==> config.mk <==
export PLATFORM = sky130hd
export DESIGN_NAME = mixed_precision_dot_accumulator_flat
export DESIGN_NICKNAME = d
export VERILOG_FILES = /design/src/rtl/core/mpda_pkg.sv /design/src/rtl/core/mpda_if.sv /design/src/rtl/core/mixed_precision_dot_accumulator.sv /design/src/rtl/core/mpda_front.sv /design/src/rtl/core/mpda_queue.sv /design/src/rtl/core/mpda_back.sv /design/src/flat_wrapper.sv
export SDC_FILE = /design/constraint.sdc
export NUM_CORES = 2
export LEC_CHECK = 0
export BUFFER_PORTS_ARGS = -buffer_cell sky130_fd_sc_hd__buf_2
export CAP_MARGIN = 20
export CORE_ASPECT_RATIO = 0.9
export CORE_MARGIN = 2
export CORE_UTILIZATION = 40
export CTS_BUF_LIST = sky130_fd_sc_hd__clkbuf_2 sky130_fd_sc_hd__clkbuf_4 sky130_fd_sc_hd__clkbuf_8
export CTS_CLUSTER_DIAMETER = 60
export DETAILED_ROUTE_END_ITERATION = 7
export PLACE_DENSITY = 0.61
export SYNTH_ARGS = -nofsm -noshare
export SYNTH_HDL_FRONTEND = slang
export SYNTH_SLANG_ARGS = --single-unit
==> constraint.sdc <==
create_clock -name i_clk -period 16.7 [get_ports i_clk]
set_clock_uncertainty 0.05 [all_clocks]
set_input_delay 1.67 -clock i_clk [delete_from_list [all_inputs] [get_ports i_clk]]
set_output_delay 1.67 -clock i_clk [all_outputs]
set_load 0.02 [all_outputs]
==> src/rtl/core/mpda_pkg.sv <==
// ----------------------------------------------------------------------------
// mpda_pkg
// Shared types, constants and element decoders for the mixed-precision
// dot-product accumulator.
// ----------------------------------------------------------------------------
package mpda_pkg;

    // Exponent width used for all unpacked values (signed, weight of the lsb).
    localparam int EXP_W       = 12;
    // Significand width of the double-precision accumulator.
    localparam int SIG_W       = 53;
    // Significand width of one decoded FP32/FP16/BF16 element.
    localparam int ELEM_MW     = 24;
    // Width of the exact product of two element significands.
    localparam int PROD_W      = 2 * ELEM_MW;
    // Default depth of the queue between front and back end.
    localparam int QUEUE_DEPTH = 4;

    localparam logic [31:0] CANON_NAN = 32'h7FC0_0000;
    localparam logic [30:0] INF_MAG   = 31'h7F80_0000;

    localparam logic signed [EXP_W-1:0] FP32_EMAX = EXP_W'(127);
    localparam logic signed [EXP_W-1:0] FP32_EMIN = -EXP_W'(126);

    // Weight encodings selected by the configuration register.
    typedef enum logic [1:0] {
        WF_FP32 = 2'd0,
        WF_FP16 = 2'd1,
        WF_BF16 = 2'd2
    } t_wfmt;

    // One decoded element: value = man * 2^exp unless nan or inf.
    typedef struct packed {
        logic                    nan;
        logic                    inf;
        logic                    sign;
        logic                    zero;
        logic signed [EXP_W-1:0] exp;
        logic [ELEM_MW-1:0]      man;
    } t_elem;

    // Normalized product or accumulator: value = sig * 2^exp, sig[msb] set
    // unless zero.
    typedef struct packed {
        logic                    nan;
        logic                    inf;
        logic                    sign;
        logic                    zero;
        logic                    last;
        logic signed [EXP_W-1:0] exp;
        logic [SIG_W-1:0]        sig;
    } t_prod;

    // Decode an FP32 word into an unnormalized significand and exponent.
    function automatic t_elem f_dec_fp32(input logic [31:0] b);
        t_elem d;
        d.sign = b[31];
        d.nan  = (b[30:23] == 8'hFF) && (b[22:0] != 23'd0);
        d.inf  = (b[30:23] == 8'hFF) && (b[22:0] == 23'd0);
        if (b[30:23] == 8'd0) begin
            d.man = {1'b0, b[22:0]};
            d.exp = -EXP_W'(149);
        end else begin
            d.man = {1'b1, b[22:0]};
            d.exp = $signed({{(EXP_W-8){1'b0}}, b[30:23]}) - $signed(EXP_W'(150));
        end
        d.zero = (d.man == '0);
        return d;
    endfunction

    // Decode an FP16 word; subnormals stay exact as an unnormalized value.
    function automatic t_elem f_dec_fp16(input logic [15:0] h);
        t_elem d;
        d.sign = h[15];
        d.nan  = (h[14:10] == 5'd31) && (h[9:0] != 10'd0);
        d.inf  = (h[14:10] == 5'd31) && (h[9:0] == 10'd0);
        if (h[14:10] == 5'd0) begin
            d.man = {14'd0, h[9:0]};
            d.exp = -EXP_W'(24);
        end else begin
            d.man = {13'd0, 1'b1, h[9:0]};
            d.exp = $signed({{(EXP_W-5){1'b0}}, h[14:10]}) - $signed(EXP_W'(25));
        end
        d.zero = (d.man == '0);
        return d;
    endfunction

endpackage

==> src/rtl/core/mpda_if.sv <==
// ----------------------------------------------------------------------------
// mpda_if
// Valid/ready channel interfaces for element pairs and dot-product results.
// ----------------------------------------------------------------------------
interface mpda_in_if;
    logic        valid;
    logic        ready;
    logic [31:0] weight_bits;
    logic [31:0] activation_bits;
    logic        last_element;

    modport source (output valid, output weight_bits, output activation_bits,
                    output last_element, input ready);
    modport sink   (input valid, input weight_bits, input activation_bits,
                    input last_element, output ready);
endinterface

interface mpda_out_if;
    logic        valid;
    logic        ready;
    logic [31:0] result_bits;

    modport source (output valid, output result_bits, input ready);
    modport sink   (input valid, input result_bits, output ready);
endinterface

==> src/rtl/core/mixed_precision_dot_accumulator.sv <==
// ----------------------------------------------------------------------------
// mixed_precision_dot_accumulator
// Streams weight/activation pairs, accumulates exact products in double
// precision and emits each finished dot product rounded to FP32.
//
//   Channel   Dir  Payload                                          Accepted
//   i_dot     in   weight_bits, activation_bits, last_element       valid & ready
//   o_dot     out  result_bits                                      valid & ready
//   i_cfg_*   in   i_cfg_wdata = weight format                      i_cfg_we
//
// The front end takes one transaction per cycle until the product queue is
// full. The accumulator holds one pair at a time: its add loop runs
// align/add, then normalize/round, and the new sum feeds the following add.
// A closing pair passes the front-end stages, the queue, the align/add
// register, the snapshot and the output register to reach o_dot. Reset is
// synchronous and clears all control state; the sum starts at positive zero.
// A stalled o_dot backs up through the snapshot and the queue to i_dot.ready.
// ----------------------------------------------------------------------------
module mixed_precision_dot_accumulator #(
    parameter int QUEUE_DEPTH = mpda_pkg::QUEUE_DEPTH
) (
    input  logic       i_clk,
    input  logic       i_rst_n,
    mpda_in_if.sink    i_dot,
    mpda_out_if.source o_dot,
    input  logic       i_cfg_we,
    input  logic [1:0] i_cfg_wdata
);
    import mpda_pkg::*;

    localparam int CNT_W = $clog2(QUEUE_DEPTH + 1);

    logic             w_push;
    t_prod            w_push_data;
    logic             w_pop;
    logic             w_q_valid;
    t_prod            w_head;
    logic [CNT_W-1:0] w_q_count;

    // Decode and multiply.
    mpda_front #(
        .QDEPTH (QUEUE_DEPTH)
    ) u_front (
        .i_clk       (i_clk),
        .i_rst_n     (i_rst_n),
        .i_dot       (i_dot),
        .i_cfg_we    (i_cfg_we),
        .i_cfg_wdata (i_cfg_wdata),
        .i_q_count   (w_q_count),
        .o_push      (w_push),
        .o_prod      (w_push_data)
    );

    // Product queue.
    mpda_queue #(
        .DEPTH (QUEUE_DEPTH)
    ) u_queue (
        .i_clk   (i_clk),
        .i_rst_n (i_rst_n),
        .i_push  (w_push),
        .i_data  (w_push_data),
        .i_pop   (w_pop),
        .o_valid (w_q_valid),
        .o_head  (w_head),
        .o_count (w_q_count)
    );

    // Accumulate and round.
    mpda_back u_back (
        .i_clk     (i_clk),
        .i_rst_n   (i_rst_n),
        .i_q_valid (w_q_valid),
        .i_head    (w_head),
        .o_pop     (w_pop),
        .o_dot     (o_dot)
    );

endmodule

==> src/rtl/core/mpda_front.sv <==
// ----------------------------------------------------------------------------
// mpda_front
// Accepts element pairs, decodes the weight format, forms the exact product
// and normalizes it before it enters the queue.
// ----------------------------------------------------------------------------
module mpda_front #(
    parameter int  QDEPTH = mpda_pkg::QUEUE_DEPTH,
    localparam int CNT_W  = $clog2(QDEPTH + 1)
) (
    input  logic              i_clk,
    input  logic              i_rst_n,
    mpda_in_if.sink           i_dot,
    input  logic              i_cfg_we,
    input  logic [1:0]        i_cfg_wdata,
    input  logic [CNT_W-1:0]  i_q_count,
    output logic              o_push,
    output mpda_pkg::t_prod   o_prod
);
    import mpda_pkg::*;

    t_wfmt                   r_wfmt;
    logic                    r_f1_v;
    logic                    r_f1_nan;
    logic                    r_f1_inf;
    logic                    r_f1_sign;
    logic                    r_f1_last;
    logic signed [EXP_W-1:0] r_f1_exp;
    logic [PROD_W-1:0]       r_f1_mag;
    logic                    r_f2_v;
    t_prod                   r_f2;
    t_prod                   n_f2;

    logic [CNT_W:0] w_used;
    logic           w_accept;
    t_elem          w_wt;
    t_elem          w_act;
    logic [5:0]     w_lz;

    // Weight format register.
    always_ff @(posedge i_clk) begin
        if (!i_rst_n) begin
            r_wfmt <= WF_FP32;
        end else if (i_cfg_we) begin
            r_wfmt <= t_wfmt'(i_cfg_wdata);
        end
    end

    // Take a transaction only while the queue has room for everything in flight.
    assign w_used      = {1'b0, i_q_count} + (CNT_W+1)'(r_f1_v) + (CNT_W+1)'(r_f2_v);
    assign i_dot.ready = (w_used < (CNT_W+1)'(QDEPTH));
    assign w_accept    = i_dot.valid && i_dot.ready;

    // Element decode.
    always_comb begin
        unique case (r_wfmt)
            WF_FP16: w_wt = f_dec_fp16(i_dot.weight_bits[15:0]);
            WF_BF16: w_wt = f_dec_fp32({i_dot.weight_bits[15:0], 16'h0000});
            default: w_wt = f_dec_fp32(i_dot.weight_bits);
        endcase
        w_act = f_dec_fp32(i_dot.activation_bits);
    end

    // Stage 1: exact significand product and special-value classification.
    always_ff @(posedge i_clk) begin
        if (!i_rst_n) begin
            r_f1_v <= 1'b0;
        end else begin
            r_f1_v <= w_accept;
        end
    end

    always_ff @(posedge i_clk) begin
        r_f1_nan  <= w_wt.nan | w_act.nan | (w_wt.inf & w_act.zero) |
                     (w_act.inf & w_wt.zero);
        r_f1_inf  <= w_wt.inf | w_act.inf;
        r_f1_sign <= w_wt.sign ^ w_act.sign;
        r_f1_last <= i_dot.last_element;
        r_f1_exp  <= w_wt.exp + w_act.exp;
        r_f1_mag  <= w_wt.man * w_act.man;
    end

    // Leading-zero count of the product.
    always_comb begin
        w_lz = 6'd0;
        for (int i = 0; i < PROD_W; i++) begin
            if (r_f1_mag[i]) begin
                w_lz = 6'(PROD_W - 1 - i);
            end
        end
    end

    // Stage 2: normalize so the leading one sits at the accumulator msb.
    always_comb begin
        n_f2.nan  = r_f1_nan;
        n_f2.inf  = r_f1_inf;
        n_f2.sign = r_f1_sign;
        n_f2.zero = (r_f1_mag == '0);
        n_f2.last = r_f1_last;
        n_f2.sig  = {r_f1_mag, {(SIG_W-PROD_W){1'b0}}} << w_lz;
        n_f2.exp  = r_f1_exp - $signed(EXP_W'(SIG_W - PROD_W))
                    - $signed({{(EXP_W-6){1'b0}}, w_lz});
    end

    always_ff @(posedge i_clk) begin
        if (!i_rst_n) begin
            r_f2_v <= 1'b0;
        end else begin
            r_f2_v <= r_f1_v;
        end
    end

    always_ff @(posedge i_clk) begin
        r_f2 <= n_f2;
    end

    assign o_push = r_f2_v;
    assign o_prod = r_f2;

endmodule

==> src/rtl/core/mpda_queue.sv <==
// ----------------------------------------------------------------------------
// mpda_queue
// Small register FIFO of normalized products between front and back end.
// ----------------------------------------------------------------------------
module mpda_queue #(
    parameter int  DEPTH = mpda_pkg::QUEUE_DEPTH,
    localparam int CNT_W = $clog2(DEPTH + 1),
    localparam int IDX_W = $clog2(DEPTH)
) (
    input  logic             i_clk,
    input  logic             i_rst_n,
    input  logic             i_push,
    input  mpda_pkg::t_prod  i_data,
    input  logic             i_pop,
    output logic             o_valid,
    output mpda_pkg::t_prod  o_head,
    output logic [CNT_W-1:0] o_count
);
    import mpda_pkg::*;

    t_prod            r_mem [DEPTH];
    logic [IDX_W-1:0] r_wr;
    logic [IDX_W-1:0] r_rd;
    logic [CNT_W-1:0] r_count;

    // Pointers and fill count.
    always_ff @(posedge i_clk) begin
        if (!i_rst_n) begin
            r_wr    <= '0;
            r_rd    <= '0;
            r_count <= '0;
        end else begin
            if (i_push) begin
                r_wr <= (r_wr == IDX_W'(DEPTH - 1)) ? '0 : r_wr + 1'b1;
            end
            if (i_pop) begin
                r_rd <= (r_rd == IDX_W'(DEPTH - 1)) ? '0 : r_rd + 1'b1;
            end
            r_count <= r_count + CNT_W'(i_push) - CNT_W'(i_pop);
        end
    end

    // Entry storage.
    always_ff @(posedge i_clk) begin
        if (i_push) begin
            r_mem[r_wr] <= i_data;
        end
    end

    assign o_valid = (r_count != '0);
    assign o_head  = r_mem[r_rd];
    assign o_count = r_count;

endmodule

==> src/rtl/core/mpda_back.sv <==
// ----------------------------------------------------------------------------
// mpda_back
// Double-precision accumulator (align/add, then normalize/round), FP32
// conversion of a finished sum and the result output register.
// ----------------------------------------------------------------------------
module mpda_back (
    input  logic            i_clk,
    input  logic            i_rst_n,
    input  logic            i_q_valid,
    input  mpda_pkg::t_prod i_head,
    output logic            o_pop,
    mpda_out_if.source      o_dot
);
    import mpda_pkg::*;

    localparam int EXT_W = SIG_W + 3;

    t_prod                   r_acc;
    t_prod                   n_acc;
    logic                    r_s1_v;
    logic [EXT_W:0]          r_s1_sum;
    logic signed [EXP_W-1:0] r_s1_exp;
    logic                    r_s1_sign;
    logic                    r_s1_nan;
    logic                    r_s1_inf;
    logic                    r_s1_isign;
    logic                    r_s1_last;
    logic                    r_sn_v;
    t_prod                   r_sn;
    logic                    r_out_v;
    logic [31:0]             r_out_bits;

    logic                    w_issue;
    logic                    w_s2_fire;
    logic                    w_sn_move;
    logic                    w_sn_free;

    logic                    w_a_big;
    logic [SIG_W-1:0]        w_big_sig;
    logic [SIG_W-1:0]        w_small_sig;
    logic signed [EXP_W-1:0] w_big_exp;
    logic signed [EXP_W-1:0] w_small_exp;
    logic                    w_big_sign;
    logic                    w_small_zero;
    logic signed [EXP_W-1:0] w_diff;
    logic [5:0]              w_sh;
    logic [EXT_W-1:0]        w_ext;
    logic [EXT_W-1:0]        w_shifted;
    logic [EXT_W-1:0]        w_aligned;
    logic [EXT_W:0]          w_sum;
    logic                    w_nan;
    logic                    w_inf;

    logic [5:0]              w_lz;
    logic [EXT_W-1:0]        w_nrm;
    logic signed [EXP_W-1:0] w_nexp;
    logic                    w_up;
    logic [SIG_W:0]          w_rsum;

    // Round a normalized double value to FP32 bits, nearest even.
    function automatic logic [31:0] f_to_fp32(input t_prod s);
        logic signed [EXP_W-1:0] e_unb;
        logic signed [EXP_W-1:0] e_tmp;
        logic [5:0]              sh;
        logic [30:0]             field;
        logic [SIG_W-1:0]        q;
        logic [SIG_W-1:0]        gv;
        logic [SIG_W-1:0]        mask;
        logic                    st;
        logic                    up;
        logic [30:0]             mag;
        e_unb = s.exp + $signed(EXP_W'(SIG_W - 1));
        if (e_unb >= FP32_EMIN) begin
            e_tmp = e_unb - FP32_EMIN;
            sh    = 6'(SIG_W - ELEM_MW);
            field = {e_tmp[7:0], 23'd0};
        end else begin
            e_tmp = $signed(EXP_W'(SIG_W - ELEM_MW)) + FP32_EMIN - e_unb;
            sh    = (e_tmp > $signed(EXP_W'(63))) ? 6'd63 : e_tmp[5:0];
            field = '0;
        end
        q    = s.sig >> sh;
        gv   = s.sig >> (sh - 6'd1);
        mask = (SIG_W'(1) << (sh - 6'd1)) - SIG_W'(1);
        st   = |(s.sig & mask);
        up   = gv[0] & (st | q[0]);
        mag  = field + 31'(q) + 31'(up);
        if (s.nan) begin
            return CANON_NAN;
        end else if (s.inf || (!s.zero && e_unb > FP32_EMAX)) begin
            return {s.sign, INF_MAG};
        end else if (s.zero) begin
            return {s.sign, 31'd0};
        end
        return {s.sign, mag};
    endfunction

    // Flow control: one accumulate in flight, snapshot and output register.
    assign w_issue   = i_q_valid && !r_s1_v;
    assign o_pop     = w_issue;
    assign w_sn_move = r_sn_v && (!r_out_v || o_dot.ready);
    assign w_sn_free = !r_sn_v || w_sn_move;
    assign w_s2_fire = r_s1_v && (!r_s1_last || w_sn_free);

    // Step 1: order by magnitude, align the smaller operand, add.
    always_comb begin
        w_a_big = i_head.zero ||
                  (!r_acc.zero && ((r_acc.exp > i_head.exp) ||
                   ((r_acc.exp == i_head.exp) && (r_acc.sig >= i_head.sig))));
        w_big_sig    = w_a_big ? r_acc.sig  : i_head.sig;
        w_big_exp    = w_a_big ? r_acc.exp  : i_head.exp;
        w_big_sign   = w_a_big ? r_acc.sign : i_head.sign;
        w_small_sig  = w_a_big ? i_head.sig : r_acc.sig;
        w_small_exp  = w_a_big ? i_head.exp : r_acc.exp;
        w_small_zero = w_a_big ? i_head.zero : r_acc.zero;
        w_diff       = w_big_exp - w_small_exp;
        w_sh         = (w_diff > $signed(EXP_W'(63))) ? 6'd63 : w_diff[5:0];
        w_ext        = {w_small_sig, 3'b000};
        w_shifted    = w_ext >> w_sh;
        w_aligned    = w_small_zero ? '0 :
                       (w_shifted | EXT_W'((w_shifted << w_sh) != w_ext));
        if (r_acc.sign ^ i_head.sign) begin
            w_sum = {1'b0, w_big_sig, 3'b000} - {1'b0, w_aligned};
        end else begin
            w_sum = {1'b0, w_big_sig, 3'b000} + {1'b0, w_aligned};
        end
        w_nan = r_acc.nan | i_head.nan |
                (r_acc.inf & i_head.inf & (r_acc.sign != i_head.sign));
        w_inf = !w_nan && (r_acc.inf || i_head.inf);
    end

    always_ff @(posedge i_clk) begin
        if (!i_rst_n) begin
            r_s1_v <= 1'b0;
        end else if (w_issue) begin
            r_s1_v <= 1'b1;
        end else if (w_s2_fire) begin
            r_s1_v <= 1'b0;
        end
    end

    always_ff @(posedge i_clk) begin
        if (w_issue) begin
            r_s1_sum   <= w_sum;
            r_s1_exp   <= w_big_exp;
            r_s1_sign  <= w_big_sign;
            r_s1_nan   <= w_nan;
            r_s1_inf   <= w_inf;
            r_s1_isign <= r_acc.inf ? r_acc.sign : i_head.sign;
            r_s1_last  <= i_head.last;
        end
    end

    // Leading-zero count below the carry bit.
    always_comb begin
        w_lz = 6'd0;
        for (int i = 0; i < EXT_W; i++) begin
            if (r_s1_sum[i]) begin
                w_lz = 6'(EXT_W - 1 - i);
            end
        end
    end

    // Step 2: normalize and round to nearest even.
    always_comb begin
        if (r_s1_sum[EXT_W]) begin
            w_nrm  = r_s1_sum[EXT_W:1] | EXT_W'(r_s1_sum[0]);
            w_nexp = r_s1_exp + $signed(EXP_W'(1));
        end else begin
            w_nrm  = r_s1_sum[EXT_W-1:0] << w_lz;
            w_nexp = r_s1_exp - $signed({{(EXP_W-6){1'b0}}, w_lz});
        end
        w_up   = w_nrm[2] & (w_nrm[1] | w_nrm[0] | w_nrm[3]);
        w_rsum = {1'b0, w_nrm[EXT_W-1:3]} + (SIG_W+1)'(w_up);

        n_acc.nan  = r_s1_nan;
        n_acc.inf  = r_s1_inf;
        n_acc.zero = (r_s1_sum == '0);
        n_acc.last = r_s1_last;
        if (r_s1_nan || r_s1_inf) begin
            n_acc.sign = r_s1_isign;
        end else begin
            n_acc.sign = n_acc.zero ? 1'b0 : r_s1_sign;
        end
        if (w_rsum[SIG_W]) begin
            n_acc.sig = {1'b1, {(SIG_W-1){1'b0}}};
            n_acc.exp = w_nexp + $signed(EXP_W'(1));
        end else begin
            n_acc.sig = w_rsum[SIG_W-1:0];
            n_acc.exp = w_nexp;
        end
    end

    // Accumulator state; a closing transaction leaves positive zero behind.
    always_ff @(posedge i_clk) begin
        if (!i_rst_n) begin
            r_acc.nan  <= 1'b0;
            r_acc.inf  <= 1'b0;
            r_acc.sign <= 1'b0;
            r_acc.zero <= 1'b1;
            r_acc.last <= 1'b0;
        end else if (w_s2_fire) begin
            if (r_s1_last) begin
                r_acc.nan  <= 1'b0;
                r_acc.inf  <= 1'b0;
                r_acc.sign <= 1'b0;
                r_acc.zero <= 1'b1;
                r_acc.last <= 1'b0;
            end else begin
                r_acc.nan  <= n_acc.nan;
                r_acc.inf  <= n_acc.inf;
                r_acc.sign <= n_acc.sign;
                r_acc.zero <= n_acc.zero;
                r_acc.last <= n_acc.last;
            end
        end
    end

    // A zero sum keeps an all-zero significand, so adding a zero product
    // to it yields zero again.
    always_ff @(posedge i_clk) begin
        if (!i_rst_n || (w_s2_fire && r_s1_last)) begin
            r_acc.exp <= '0;
            r_acc.sig <= '0;
        end else if (w_s2_fire) begin
            r_acc.exp <= n_acc.exp;
            r_acc.sig <= n_acc.sig;
        end
    end

    // Snapshot of a finished sum waiting for conversion.
    always_ff @(posedge i_clk) begin
        if (!i_rst_n) begin
            r_sn_v <= 1'b0;
        end else if (w_s2_fire && r_s1_last) begin
            r_sn_v <= 1'b1;
        end else if (w_sn_move) begin
            r_sn_v <= 1'b0;
        end
    end

    always_ff @(posedge i_clk) begin
        if (w_s2_fire && r_s1_last) begin
            r_sn <= n_acc;
        end
    end

    // Step 3: FP32 rounding into the output register.
    always_ff @(posedge i_clk) begin
        if (!i_rst_n) begin
            r_out_v <= 1'b0;
        end else if (w_sn_move) begin
            r_out_v <= 1'b1;
        end else if (o_dot.ready) begin
            r_out_v <= 1'b0;
        end
    end

    always_ff @(posedge i_clk) begin
        if (w_sn_move) begin
            r_out_bits <= f_to_fp32(r_sn);
        end
    end

    assign o_dot.valid       = r_out_v;
    assign o_dot.result_bits = r_out_bits;

endmodule
==> src/flat_wrapper.sv <==
// flat-port wrapper written by rule: the top's interface ports become plain ports
module mixed_precision_dot_accumulator_flat import mpda_pkg::*;
#(
    parameter int QUEUE_DEPTH = mpda_pkg::QUEUE_DEPTH
)
  (i_clk, i_rst_n, i_cfg_we, i_cfg_wdata, i_dot_valid, i_dot_weight_bits, i_dot_activation_bits, i_dot_last_element, i_dot_ready, o_dot_valid, o_dot_result_bits, o_dot_ready);
  mpda_in_if i_dot_i ();
  mpda_out_if o_dot_i ();
  input  logic i_clk;
  input  logic i_rst_n;
  input  logic i_cfg_we;
  input  logic [1:0] i_cfg_wdata;
  input wire logic [$bits(i_dot_i.valid)-1:0] i_dot_valid;
  input wire logic [$bits(i_dot_i.weight_bits)-1:0] i_dot_weight_bits;
  input wire logic [$bits(i_dot_i.activation_bits)-1:0] i_dot_activation_bits;
  input wire logic [$bits(i_dot_i.last_element)-1:0] i_dot_last_element;
  output wire logic [$bits(i_dot_i.ready)-1:0] i_dot_ready;
  output wire logic [$bits(o_dot_i.valid)-1:0] o_dot_valid;
  output wire logic [$bits(o_dot_i.result_bits)-1:0] o_dot_result_bits;
  input wire logic [$bits(o_dot_i.ready)-1:0] o_dot_ready;
  assign i_dot_i.valid = i_dot_valid;
  assign i_dot_i.weight_bits = i_dot_weight_bits;
  assign i_dot_i.activation_bits = i_dot_activation_bits;
  assign i_dot_i.last_element = i_dot_last_element;
  assign i_dot_ready = i_dot_i.ready;
  assign o_dot_valid = o_dot_i.valid;
  assign o_dot_result_bits = o_dot_i.result_bits;
  assign o_dot_i.ready = o_dot_ready;
  mixed_precision_dot_accumulator #(.QUEUE_DEPTH(QUEUE_DEPTH)) u_core (.i_clk(i_clk), .i_rst_n(i_rst_n), .i_dot(i_dot_i), .o_dot(o_dot_i), .i_cfg_we(i_cfg_we), .i_cfg_wdata(i_cfg_wdata));
endmodule
==> summary.md <==
| Metric | Value |
|---|---|
| Final Setup Violations | 0 |
| Clock sink count | 649 |
| Clock transition at path regs | ~0.06 ns |
| Synth top area cells | edfxtp_1 (17%), fa_1 (13%), ha_1 (6.9%), dfxtp_1 (5.7%), nand2_1 (5.4%) |
| Largest net degree at the start of global routing | 188 |
| CP peak stage delay | 1.10 ns |
| 1st-iter DRT viols | 11557 |
| TritonCTS clock tree | yes |
| Crit share post-route | 96.8% |
| Vias in the first global route | 71868 |
| CP bufs+invs | 5 |
| DR pass1 iterations | 8 |
| Pins Over Slew Limit | 0 |
| H-tree depth | 3 |
| Vias/cell | 6.50 |
| Worst EP required | 17.18 ns |
| Cells after Synth | ~8800 |
| Proportion of layout cells with a drive suffix above 1 | 13.9% |
| Dpl cell area | 81500 um2 |
| Total of max-cap violations | 0 |
| Cell taking the most area after synthesis | edfxtp_1 |
| Row cnt | 151 |
| Synth Warn # | 0 |
| Initial core utilization | 40.2% |
| Die area | 193000 um2 |
| Post-synth EDFFs | 435 |
| Core ar. | around 190000 um2 |
| Placed insts | roughly 11000 |
| Final Hold Violating Endpoints | 0 |
| Fin cells | 11589 |
| Crit path arrival time | 16.64 ns |
| FF+latch count, synth | 649 |
| Root buffer cell | clkbuf_8 |
| Routed WL | 378 mm |
| Die Y | about 420 um |
| Mapped Area | 75700 um2 |
| First-pass GRT wire length | 536 mm |
| Slowest stage cell, crit path | nor4_2 |
| Cts bufs inserted | 104 |
| Worst hold path type | flop to flop |
| DR WL/cell | 32.6 um |
| PortBufs | ~110 |
| Initial antenna violation count | 34 |
| Total GRT Usage | between 30% and 40% |
| Setup total negative slack | 0 ns |
| Post-synthesis average cell area | about 8.7 um2 |
| Routed Antenna Nets | 0 |
| DRC Markers | 0 |
| Fmax | 61.9 MHz |
| Syn Nets | 9725 |
| Finished Core Util | 44.6% |
| Die X | 463 um |
| Worst Setup Start Kind | flop |
| RSZ-0062 raised after global routing | no |
| CTS Buffer Depth | 3 |
| Final instance area | 84000 um2 |
| Delay-heaviest family, CP | compound AO/OA/AOI/OAI gates |
| Post-CTS Setup Inserts | 0 |
| Transition time of the tightest slew-check pin | 1.33 ns |
| Tmin final | 16.16 ns |
| HPWL after DPL | 297 mm |
| Crit-path max FO | 36 |
| Seq/Total Area, Yosys | 22.9% |
| Final #Nets | 9938 |
| Skew-Pair Late Insertion Delay | 0.81 ns |
| PostCTS Resize Cnt | 0 |
| Hold buffer count at CTS | 0 |
| Most common cell on crit path | a21oi_1 |
| Final Wtd Congestion | 1.11 |
| CP Class | flop to flop |
| Top FF cell, synth | edfxtp_1 |
| Vias | 75291 |
| Synthesis-to-finish area growth | 10.9% |
| Crit end category | flop |
| Max-Slew Margin vs Limit | 10.1% |
| Netlist cell types | 127 |
| Status | finished clean |
| Synth async-reset ratio | 0% |
| Synth top area share | between 10% and 20% |
| Boundary pin count | around 110 |
| Congestion Overflow GR | 0 |
==> final timing paths <==
path | startpoint | endpoint | slack (ns) | depth (start not counted)
min | u_core.u_front.r_f1_sign$_DFF_P_ | u_core.u_front.o_prod[67]$_DFF_P_ | 0.28 | 0
max reg2reg | flop | u_core.u_back.r_s1_sum[56]$_DFFE_PP_ | 0.54 | 52
max | flop | u_core.u_back.r_s1_sum[56]$_DFFE_PP_ | 0.54 | 52
min reg2reg | u_core.u_front.r_f1_sign$_DFF_P_ | u_core.u_front.o_prod[67]$_DFF_P_ | 0.28 | 0
==> kinds of logic (layout without fill, tap and decap cells) <==
kind of cell | count (synthesis) | after routing | synth area share (%)
other cells | 0 | 10 | 0
fa+ha+maj | 903 | 903 | 19.7
flops | 649 | 649 | 22.9
xor+xnor | 270 | 270 | 3.12
compound gates | 2155 | 2155 | 19.1
buf+inv | 1334 | 1639 | 7.08
mux | 583 | 583 | 10.4
simple gates | 2856 | 2856 | 17.6
==> cell usage after synthesis, types with 23 or more instances <==
cell type and n:
o21bai_1 82, o21ai_0 408, xor2_1 88, buf_2 54, nor4_1 68, a211o_1 23, nand3_1 187, fa_1 487
a211oi_1 124, or3_1 44, a31oi_1 81, nor2_1 648, a21o_1 67, nand2_1 1091, and3_1 100, edfxtp_1 435
o221ai_1 52, clkbuf_1 388, ha_1 416, o22ai_1 114, buf_6 26, buf_1 60, nor3_1 190, inv_1 775
a22o_1 32, buf_4 24, o211ai_1 109, mux2_2 73, mux2i_1 348, a221oi_1 52, and2_1 220, a21oi_1 530
o31ai_1 51, or2_2 25, mux4_2 158, a22oi_1 57, nand2b_1 51, nor2b_1 60, nand4_1 73, a32oi_1 33
dfxtp_1 214, xnor2_1 182
==> area by class of cell <==
class | instances | area, um2
diodes | 10 | 25.0
clock buffers | 149 | 1880
clock inverters | 49 | 462
fillers | 18823 | 104000
inverters | 780 | 2930
multi-input cells | 6767 | 53400
flip-flops and latches | 649 | 17400
well taps | 2524 | 3160
repair buffers | 661 | 4780
==> flip-flops by register name, summed over array words and instances, names as in the netlist, 2 cells and up, named ones only <==
register                         flops
u_core.u_queue.r_mem               260
u_core.u_back.r_acc                 69
u_core.u_back.r_sn                  69
u_core.u_front.o_prod               65
u_core.u_back.r_s1_sum              57
u_core.u_front.r_f1_mag             48
u_core.u_back.o_dot.result_bits     32
u_core.u_back.r_s1_exp              12
u_core.u_front.r_f1_exp             12
u_core.u_queue.o_count               3
u_core.u_front.r_wfmt                2
u_core.u_queue.r_rd                  2
u_core.u_queue.r_wr                  2
==> through the flow <==
| stage | worst slack, ns | hold WS [ns] |
|---|---|---|
| final | 0.538 | 0.277 |
| after floorplan | 2.80 | 0.260 |
| after detailed placement | 1.36 | 0.263 |
| after CTS | 1.22 | 0.277 |
| after global placement | 1.17 | 0.263 |
| after global routing | 0.0238 | 0.292 |
==> metal layers <==
layer / share of wire (%) / GRT usage [%] / vias to the layer above
met5: 0.039 / 0 / -
met4: 4.3 / 13.4 / 22
met3: 13 / 12.6 / 865
met2: 41 / 54.3 / 5004
met1: 42 / 53.7 / 37596
li1: - / - / 31804
==> layout by cell type (no fill, tap or decap), types with 178 or more instances in the layout <==
| cell | n |
|---|---|
| ha_1 | 414 |
| mux2i_1 | 335 |
| a21oi_1 | 526 |
| xnor2_1 | 178 |
| edfxtp_1 | 435 |
| nand3_1 | 187 |
| fa_1 | 487 |
| nand2_1 | 1089 |
| dfxtp_1 | 212 |
| o21ai_0 | 383 |
| and2_1 | 214 |
| inv_1 | 774 |
| buf_4 | 542 |
| nor2_1 | 639 |
| nor3_1 | 190 |
Power is left out: the tool's default activity adds up to more than one toggle a clock period on the data nets, which glitch-free logic cannot reach.
